## config.mk

```make
export PLATFORM = sky130hd
export DESIGN_NAME = psx_front
export DESIGN_NICKNAME = d
export VERILOG_FILES = /design/src/rtl/core/psx_pkg.sv /design/src/rtl/core/psx_front.sv
export SDC_FILE = /design/constraint.sdc
export NUM_CORES = 1
export LEC_CHECK = 0
export ABC_AREA = 1
export BUFFER_PORTS_ARGS = -buffer_cell sky130_fd_sc_hd__buf_4
export CORE_MARGIN = 8
export CORE_UTILIZATION = 45
export DETAILED_ROUTE_END_ITERATION = 16
export GPL_TIMING_DRIVEN = 0
export PLACE_DENSITY = 0.82
export SLEW_MARGIN = 20
export SYNTH_ARGS = -nofsm -noshare
export SYNTH_HDL_FRONTEND = slang
export SYNTH_SLANG_ARGS = --single-unit
```

## constraint.sdc

```tcl
create_clock -name clock -period 1 [get_ports clock]
set_input_delay 0.05 -clock clock [delete_from_list [all_inputs] [get_ports clock]]
set_output_delay 0.05 -clock clock [all_outputs]
set_load 0.01 [all_outputs]
```

## src/rtl/core/psx_pkg.sv

```systemverilog
// ----------------------------------------------------------------------------
// psx_pkg
// Shared types and constants of the polyline stroke expander.
// ----------------------------------------------------------------------------
package psx_pkg;

   // Coordinate format, fixed by the port structures.
   localparam int COORD_BITS  = 32;
   localparam int FRAC_BITS   = 20;
   localparam int WIDTH_BITS  = 31;
   localparam logic [WIDTH_BITS-1:0] WIDTH_RESET = WIDTH_BITS'(64'd1 << FRAC_BITS);

   // Internal arithmetic widths.
   localparam int MAG_BITS    = COORD_BITS + 1;
   localparam int NORM_BITS   = (MAG_BITS > 31) ? MAG_BITS : 31;
   localparam int UNIT_BITS   = 30;
   localparam int ROOT_BITS   = 31;
   localparam int RAD_BITS    = 62;
   localparam int NUM_BITS    = 61;
   localparam int PROD_BITS   = WIDTH_BITS + ROOT_BITS;
   localparam int OFFSET_BITS = 33;
   localparam int VSUM_BITS   = ((COORD_BITS > OFFSET_BITS) ? COORD_BITS : OFFSET_BITS) + 1;
   localparam int STEP_BITS   = 5;

   // Depth of the queue between front and back.
   localparam int QUEUE_DEPTH = 2;

   typedef struct packed {
      logic signed [COORD_BITS-1:0] point_x;
      logic signed [COORD_BITS-1:0] point_y;
      logic                         first_point;
   } req_type;

   typedef struct packed {
      logic signed [COORD_BITS-1:0] vert_x;
      logic signed [COORD_BITS-1:0] vert_y;
      logic                         minus_side;
      logic                         at_end;
      logic                         degenerate;
      logic                         last;
   } rsp_type;

   // One segment as handed from the front to the back.
   typedef struct packed {
      logic signed [COORD_BITS-1:0] x0;
      logic signed [COORD_BITS-1:0] y0;
      logic signed [COORD_BITS-1:0] x1;
      logic signed [COORD_BITS-1:0] y1;
      logic                         degen;
   } seg_type;

endpackage

```

## src/rtl/core/psx_front.sv

```systemverilog
// ----------------------------------------------------------------------------
// psx_front
// Accepts points, keeps the previous point and classifies each segment.
// ----------------------------------------------------------------------------
module psx_front
   import psx_pkg::*;
(
   input  logic    clock,
   input  logic    reset,
   input  logic    req_push,
   input  req_type req_data,
   input  logic    queue_full,
   output logic    req_full,
   output logic    seg_push,
   output seg_type seg_data
);

   logic signed [COORD_BITS-1:0] prev_x_ff, prev_x_in;
   logic signed [COORD_BITS-1:0] prev_y_ff, prev_y_in;
   logic                         have_prev_ff, have_prev_in;
   logic                         accept;
   logic                         start;

   // A point is taken only when the queue has room for its segment.
   assign req_full = queue_full;
   assign accept   = req_push && !queue_full;
   assign start    = req_data.first_point || !have_prev_ff;

   // A segment goes to the back unless this point opens a polyline.
   always_comb begin
      seg_push       = accept && !start;
      seg_data.x0    = prev_x_ff;
      seg_data.y0    = prev_y_ff;
      seg_data.x1    = req_data.point_x;
      seg_data.y1    = req_data.point_y;
      seg_data.degen = (req_data.point_x == prev_x_ff) && (req_data.point_y == prev_y_ff);
   end

   // Previous point update.
   always_comb begin
      prev_x_in    = prev_x_ff;
      prev_y_in    = prev_y_ff;
      have_prev_in = have_prev_ff;
      if (accept) begin
         prev_x_in    = req_data.point_x;
         prev_y_in    = req_data.point_y;
         have_prev_in = 1'b1;
      end
   end

   always_ff @(posedge clock) begin
      if (reset) begin
         prev_x_ff    <= '0;
         prev_y_ff    <= '0;
         have_prev_ff <= 1'b0;
      end else begin
         prev_x_ff    <= prev_x_in;
         prev_y_ff    <= prev_y_in;
         have_prev_ff <= have_prev_in;
      end
   end

endmodule

```

==> run summary <==
Outcome = finished, violations left
Violations in the final reports = setup timing
#FFs+latches synth = 65
PnR worst setup slack = -0.592 ns
Proportion of synthesized area in mux cells = 0%
Power per cell area = 1130 mW/mm²
Count of inserted antenna diode cells = 0
Floorplan die width = 105 µm
Design Area, Final = 0.00616 mm²
Crit path required time = 0.95 ns
Average cell area after synthesis = 7.21 µm²
CTS tree = yes
Share of final-layout standard cells stronger than drive strength 1 = 48.4%
Setup Crit Path Kind = reg -> out
Path category of the worst min-delay check = in -> reg
Worst reg2reg path depth = 2
First-pass GRT wire length = 21.1 mm
Final Instance Count excl. Fillers = 873
Die Area = 0.0111 mm²
Placed standard-cell area = 0.00527 mm²
Post-Route Setup TNS = -0.633 ns
Detailed-route wire length = 13.7 mm
Critical path capture point type = output pin
Adder and majority cell fraction of the synthesized area = 0%
Arr. time, crit path = 1.54 ns
Final Power = 6.94 mW
Layout Skew = 0 ns
Xor-xnor portion of the synthesized cell area = 14.0%
Crit path launch type = flop
Highest clock frequency the design can meet = 0.628 GHz
Layout-stage area growth over the synthesis result = 72.0%
RePlAce Congestion = 0.811
Share of the clock period used by the worst path = 159%
Clock input transition at the sequential cells of the worst setup and hold paths = 0.07 ns
Drt initial violations = 117
Final worst path period need = 1.59 ns
Max H-tree Level = 3
Antenna-violating nets left = 0
Transition at the pin with the smallest max-transition slack = 0.595 ns
Cell area after synthesis = 0.00358 mm²
Half-perimeter wire length after placement = 9.65 mm
Compound-gate portion of the synthesized area = 9.58%
DRC = 0
Total core area = 0.00773 mm²
Number of I/O port buffers = 198
Insertion delay to the later sink of the worst-skew pair = 0.33 ns
Avg Vias per Cell = 4.71
Largest family of logic cells by synthesized area = simple AND/OR/NAND/NOR gates
Average routed wire per standard cell = 15.7 µm
Number of fillers in the final layout = 525
Number of buffers added by the clock tree synthesis step = 9
Simple logic cell fraction of the synthesized area = 22.0%
Placed cell count = 796
Final net count = 836
Final hold viol count = 0
Worst slew margin = 60.3%
Remaining Overflow, GRT = 0
Synth Net Count = 565
Number of ports placed on the die boundary = 200
Vias in the first global route = 4300
CTS Sinks = 65
CTS root buf = clkbuf_8
Worst-case vdd ir drop = 660 µV
CP Max Fanout = 3
Initial antenna violation count = 0
Overall die height = 105 µm
Synth warn = 0
GRT Overall Usage = 23.3%
Starting utilization of the core area = 46.3%
Synthesized instance count = 496
DR vias = 4115
Maximum number of pins on one net before global-route repair = 11
Reported leakage power = 2.84 nW
Library cells used by synthesis = 14
Number of detailed-route iterations in the first pass = 4
Number of cell rows = 32
Number of max-cap violations = 0
Unrepaired setup endpoints after global routing = true
Share of the yosys chip area belonging to registers = 36.4%
Buffer depth of the longest clock path = 2
Max-slew violations = 0
Worst hold path stage count = 3
Endpoints failing setup = 2
[layout make-up]
type                    count  area (µm²)  area share (%)
clock inverters             4        45.0           0.732
well taps                 102         128            2.07
inverters                  17        63.8            1.04
multi-input cells         329        1720            27.9
plain buffers              85         586            9.51
repair buffers            260        2110            34.2
clock buffers              11         131            2.13
flip-flops and latches     65        1380            22.4
[worst max-delay path: stages (launching register included)]
cell,delay [ns]
dfxtp_2,0.35
xnor2_2,0.18
nand2_1,0.09
nor2_2,0.14
nand2_1,0.08
nor2_2,0.10
nand2_1,0.07
nor2_2,0.07
buf_4,0.12
[cells in the mapped netlist (all sizes together)]
library cell	count	area share [%]
xnor2	57	14
dfxtp	65	36
nand2	177	19
nor3	1	0.14
a211oi	7	1.5
a21oi	58	8.1
nor2	29	3.3
inv	17	1.8
buf	83	16
clkbuf	2	0.21
[layout by cell type (no fill, tap or decap)]
cell type and instances:
nor2_1 20, nor2_2 8, xnor2_2 8, dfxtp_2 61
clkbuf_1 4, inv_1 15, inv_2 2, xnor2_1 49
buf_2 12, bufinv_16 1, clkbuf_8 9, a21oi_1 58
dlygate4sd3_1 60, buf_6 1, a211oi_1 7, nand2_1 177
clkinv_2 3, nor2_4 1, nor3_4 1, buf_4 266
dfxtp_1 4, buf_1 4
[logic make-up (layout without fill, tap and decap cells)]
kind of cell              Yosys count  in the layout
and+or+nand+nor                   207            207
buffers and inverters             102            377
AOI/OAI and AO/OA                  65             65
DFF                                65             65
xor gates and xnor gates           57             57
[registers in the layout (all words and copies together) (netlist names)]
signal,count
prev_x_ff,32
have_prev_ff,1
prev_y_ff,32
[metal layers]
metal / routed length [µm] / up-vias / GRT usage [%]
met5: 0 / - / 0
met4: 294 / 0 / 7.54
met3: 1210 / 26 / 8.54
met2: 7110 / 176 / 43.3
met1: 5120 / 1903 / 23.5
li1: - / 2010 / -
[worst paths after layout]
| path | from | to | slack [ns] |
|---|---|---|---|
| setup / recovery | prev_x_ff[13] | seg_data[0] | -0.59 |
| hold / removal | req_data[36] | prev_x_ff[3] | 0.01 |
| hold reg to reg | prev_x_ff[30] | prev_x_ff[30] | 0.48 |
| setup reg to reg | prev_x_ff[5] | prev_x_ff[5] | 0.31 |
[repair_timing]
item	4_1_cts	5_1_grt
setup buffers	0	2
hold buffers	60	0
pin swaps	2	2
setup endpoints to repair	2	2
hold endpoints to repair	60	0
resized for setup	11	12
cloned	0	0
[power by group]
group / internal [mW] / total, mW / switching [mW]
Clock: 1.13 / 2.11 / 0.981
Sequential: 2.74 / 2.87 / 0.129
Combinational: 1.10 / 1.96 / 0.860
[per-stage QoR]
stage                     util [%]  setup slack, ns  hold slack, ns
final                         79.7           -0.592          0.0150
after detailed placement      68.2           -0.264           0.332
after floorplan                  -        -0.000771           0.151
after global placement        68.2           -0.249           0.327
after CTS                     78.6           -0.570         0.00269
after global routing          79.7           -0.709          0.0163
No activity file was read; power rests on OpenSTA's default activity.
