### src/rtl/core/psx_pkg.sv
// ----------------------------------------------------------------------------
// psx_pkg
// Shared types and constants of the polyline stroke expander.
// ----------------------------------------------------------------------------
package psx_pkg;

   // Coordinate format, fixed by the port structures.
   localparam int COORD_BITS  = 32;
   localparam int FRAC_BITS   = 20;
   localparam int WIDTH_BITS  = 31;
   localparam logic [WIDTH_BITS-1:0] WIDTH_RESET = WIDTH_BITS'(64'd1 << FRAC_BITS);

   // Internal arithmetic widths.
   localparam int MAG_BITS    = COORD_BITS + 1;
   localparam int NORM_BITS   = (MAG_BITS > 31) ? MAG_BITS : 31;
   localparam int UNIT_BITS   = 30;
   localparam int ROOT_BITS   = 31;
   localparam int RAD_BITS    = 62;
   localparam int NUM_BITS    = 61;
   localparam int PROD_BITS   = WIDTH_BITS + ROOT_BITS;
   localparam int OFFSET_BITS = 33;
   localparam int VSUM_BITS   = ((COORD_BITS > OFFSET_BITS) ? COORD_BITS : OFFSET_BITS) + 1;
   localparam int STEP_BITS   = 5;

   // Depth of the queue between front and back.
   localparam int QUEUE_DEPTH = 2;

   typedef struct packed {
      logic signed [COORD_BITS-1:0] point_x;
      logic signed [COORD_BITS-1:0] point_y;
      logic                         first_point;
   } req_type;

   typedef struct packed {
      logic signed [COORD_BITS-1:0] vert_x;
      logic signed [COORD_BITS-1:0] vert_y;
      logic                         minus_side;
      logic                         at_end;
      logic                         degenerate;
      logic                         last;
   } rsp_type;

   // One segment as handed from the front to the back.
   typedef struct packed {
      logic signed [COORD_BITS-1:0] x0;
      logic signed [COORD_BITS-1:0] y0;
      logic signed [COORD_BITS-1:0] x1;
      logic signed [COORD_BITS-1:0] y1;
      logic                         degen;
   } seg_type;

endpackage

### src/rtl/core/psx_fifo.sv
// ----------------------------------------------------------------------------
// psx_fifo
// Short segment queue that decouples the front from the back.
// ----------------------------------------------------------------------------
module psx_fifo
   import psx_pkg::*;
#(
   parameter int DEPTH = QUEUE_DEPTH
)
(
   input  logic    clock,
   input  logic    reset,
   input  logic    push,
   input  seg_type push_data,
   output logic    full,
   input  logic    pop,
   output logic    empty,
   output seg_type pop_data
);

   localparam int PTR_BITS = (DEPTH > 1) ? $clog2(DEPTH) : 1;
   localparam int CNT_BITS = $clog2(DEPTH + 1);

   seg_type               store_ff [DEPTH];
   logic [PTR_BITS-1:0]   wr_ptr_ff, wr_ptr_in;
   logic [PTR_BITS-1:0]   rd_ptr_ff, rd_ptr_in;
   logic [CNT_BITS-1:0]   count_ff, count_in;
   logic                  do_push;
   logic                  do_pop;

   assign full     = (count_ff == CNT_BITS'(DEPTH));
   assign empty    = (count_ff == '0);
   assign do_push  = push && !full;
   assign do_pop   = pop && !empty;
   assign pop_data = store_ff[rd_ptr_ff];

   // Pointer and fill count bookkeeping.
   always_comb begin
      wr_ptr_in = wr_ptr_ff;
      rd_ptr_in = rd_ptr_ff;
      count_in  = count_ff;
      if (do_push) begin
         wr_ptr_in = (wr_ptr_ff == PTR_BITS'(DEPTH - 1)) ? '0 : wr_ptr_ff + 1'b1;
      end
      if (do_pop) begin
         rd_ptr_in = (rd_ptr_ff == PTR_BITS'(DEPTH - 1)) ? '0 : rd_ptr_ff + 1'b1;
      end
      if (do_push && !do_pop) begin
         count_in = count_ff + 1'b1;
      end else if (do_pop && !do_push) begin
         count_in = count_ff - 1'b1;
      end
   end

   always_ff @(posedge clock) begin
      if (reset) begin
         wr_ptr_ff <= '0;
         rd_ptr_ff <= '0;
         count_ff  <= '0;
      end else begin
         wr_ptr_ff <= wr_ptr_in;
         rd_ptr_ff <= rd_ptr_in;
         count_ff  <= count_in;
      end
   end

   // Entry storage.
   always_ff @(posedge clock) begin
      if (do_push) begin
         store_ff[wr_ptr_ff] <= push_data;
      end
   end

endmodule

### config.mk
export PLATFORM = sky130hd
export DESIGN_NAME = psx_fifo
export DESIGN_NICKNAME = d
export VERILOG_FILES = /design/src/rtl/core/psx_pkg.sv /design/src/rtl/core/psx_fifo.sv
export SDC_FILE = /design/constraint.sdc
export NUM_CORES = 1
export LEC_CHECK = 0
export ABC_AREA = 1
export BUFFER_PORTS_ARGS = -buffer_cell sky130_fd_sc_hd__buf_2
export CORE_AREA = 2 2 139 141
export DETAILED_ROUTE_END_ITERATION = 8
export DIE_AREA = 0 0 141 143
export PLACE_DENSITY = 0.79
export SLEW_MARGIN = 25
export SYNTH_ARGS = -nofsm -noshare
export SYNTH_HDL_FRONTEND = slang
export SYNTH_SLANG_ARGS = --single-unit
### constraint.sdc
create_clock -name clock -period 8.12 [get_ports clock]
set_clock_uncertainty 0.2 [all_clocks]
set_input_delay 0 -clock clock [delete_from_list [all_inputs] [get_ports clock]]
set_output_delay 0 -clock clock [all_outputs]
set_load 0.02 [all_outputs]
==> results.toml <==
[run_status]
status = "finished clean"

[drt]
avgViaCountPerCell = 5.02
post_drt_wl_per_cell_microns = 18.4
antenna_left = 0
dr.pass1.iters = 4
drc_errors = 0
drt_iter0_markers = 322
route.final.wire_length_microns = 20800
num_vias = 5690

[die]
die_w_microns = 141
die_h_microns = 143
initial_core_util_pct = 51.6
placementRows = 50
ioPinCount = 264
core_area_sq_um = 18600
die_area_sq_um = 20200

[clock_tree]
clk_path_buf_depth = 3
cts_tree = "built"
cts.clk_slew.worst_paths_ps = 60
cts.sinks = 263
cts_root_buffer = "clkbuf_16"
insertion_delay_ps = 510
htreeDepth = 1
cts_made_buffers = 26
cts_resized = 0

[logic_synthesis]
synth_warnings = 0
syn_nets = 572
synth_area_leaders = "edfxtp_1 (81%), mux2_2 (15%), buf_6 (1.5%)"
yosysSeqAreaShare_pct = 81.8
ys_ff_latch = 263
synth_largest_area_cell = "edfxtp_1"
synth_area_sq_um = 9590
synth_top_area_share_pct = 80.8
synth_cells = 438
syn_area_per_cell_sq_um = 21.9
synth.distinct_cells = 15

[sta]
max_freq_mhz = 304
slew_headroom_pct = 33.8
rsz0062_at_grt = "false"
setup_slack_ps = 4830
finalHoldViolCount = 0
period_needed_ps = 3290
hold_ws_ps = 19.5
period_share_pct = 40.5
drv_slew = 0
tightest_slew_ps = 993
tns_ps = 0
setup_viol = 0

[global_route]
grt.total_usage_pct = 20.0
antenna_found_initial = 1
grt_max_degree = 76
grt.overflow.total = 0
grt_pass1_wl_microns = 31500
first_global_vias = 6145

[place]
gp_congestion = 0.735
post-dp-hpwl_microns = 11600
place_ws_ps = 4850
io_buffer_count = 263

[critical_path]
worstPathMaxFanout = 62
cp-end-kind = "flip-flop"
cp.arrival_ps = 3220
r2r_setup_slack_ps = 4830
crit_start = "count_ff[0]"
worstReg2RegEnd = "store_ff[0][128]"
critPathKind = "reg2reg"
cp-endpoint = "store_ff[0][128]"
r2r-start = "count_ff[0]"
crit_required_ps = 8060
worst-r2r-cell-count = 4
startpoint_type = "flip-flop"

[power]
power.share.combinational_pct = 25.6
power_switching_mw = 1.13
p_int_mw = 2.77
p_sw_share_pct = 29.0
vdd_drop_max_v = 0.000234
clkPwrFrac_pct = 28.3
powerDensity_nw_per_um2 = 289
leakage_nw = 5.12
pwr-share-seq_pct = 46.0

[final_layout]
drive_gt1_share_pct = 48.2
nFillCells = 1079
layout.nets = 1013
syn2layout_area_growth_pct = 40.6
final_cell_mix = "buf_2 (263), edfxtp_1 (258), dlygate4sd3_1 (159)"
final_common_cell = "buf_2"

[hold_path]
hp-class = "in2reg"

[flow_run]
drv_cap = 0
==> synth_stat cells (all sizes together) <==
cell / instances
a21oi: 1
and2: 1
buf: 14
dfxtp: 5
edfxtp: 258
ha: 1
inv: 9
mux2: 129
nand2: 4
nand3: 1
nand4: 1
nor2: 9
o21ai: 5
==> how the worst min path moves through the flow <==
stage / from / end / slack [ps] / cells after the start
2_1_floorplan: push_data[0] / store_ff[0][0] / -100 / 0
4_1_cts: push_data[35] / store_ff[1][35] / 0.3 / 2
5_1_grt: push_data[19] / store_ff[0][19] / 2 / 2
6_report: push_data[19] / store_ff[0][19] / 20 / 2
3_5_place_dp: push_data[3] / store_ff[0][3] / -9 / 1
3_3_place_gp: push_data[29] / store_ff[1][29] / -10 / 1
==> registers in the layout (all words and copies together), names as in the netlist, named ones only <==
name and count:
wr_ptr_ff 1, store_ff 258, rd_ptr_ff 1, count_ff 2
==> power by group through the flow <==
stage	registers, mW	clock network [mW]	logic, mW
global route	1.81	1.19	1.06
CTS	1.79	1.12	0.987
global placement	1.81	0	0.899
finish	1.79	1.10	0.997
detailed placement	1.82	0	0.915
floorplan	1.81	0	0.670
==> through the flow <==
stage | total power [mW] | area (sq um) | std cells | util (%)
6_report | 3.90 | 13500 | 1133 | 72.6
5_1_grt | 4.06 | 13500 | 1133 | 72.6
4_1_cts | 3.90 | 13500 | 1131 | 72.5
3_5_place_dp | 2.74 | 11100 | 926 | 59.8
3_3_place_gp | 2.71 | 11100 | 926 | 59.8
2_1_floorplan | 2.48 | 9590 | 438 | -
==> kinds of logic after synthesis <==
| group | Yosys count | share of synthesized area (%) |
|---|---|---|
| DFF | 263 | 81.8 |
| AOI/OAI and AO/OA | 6 | 0.313 |
| adders and majority gates | 1 | 0.130 |
| and+or+nand+nor | 16 | 0.691 |
| muxes | 129 | 15.1 |
| buffers and inverters | 23 | 1.93 |
==> repair_timing <==
item                                    4_1_cts  5_1_grt
hold buffers                                158        1
setup buffers                                 0        0
hold endpoints to repair                    263        2
endpoints found under the setup margin        0        0
==> layout make-up <==
cell class              count  area, sq um  share of cell area (%)
flip-flops and latches    263         7850                    58.2
repair buffers            427         2950                    21.8
multi-input cells         152         1580                    11.7
clock buffers              38          717                    5.32
well taps                 234          293                    2.17
clock inverters             9         66.3                   0.492
inverters                   9         33.8                   0.251
diodes                      1         2.50                  0.0186
==> routing by layer <==
layer / vias to the layer above / track usage, % / wire length, microns
met2: 226 / 37.4 / 11000
met1: 2812 / 22.7 / 7910
met5: - / 0 / 0
met4: 0 / 5.95 / 493
li1: 2610 / - / -
met3: 42 / 5.06 / 1460
==> worst max-delay path, cell delays in order (launching register included) <==
cell and delay, ps:
dfxtp_1 440, o21ai_1 240, nor2_4 560, buf_4 630
buf_4 740
(Power assumes the default switching activity.)
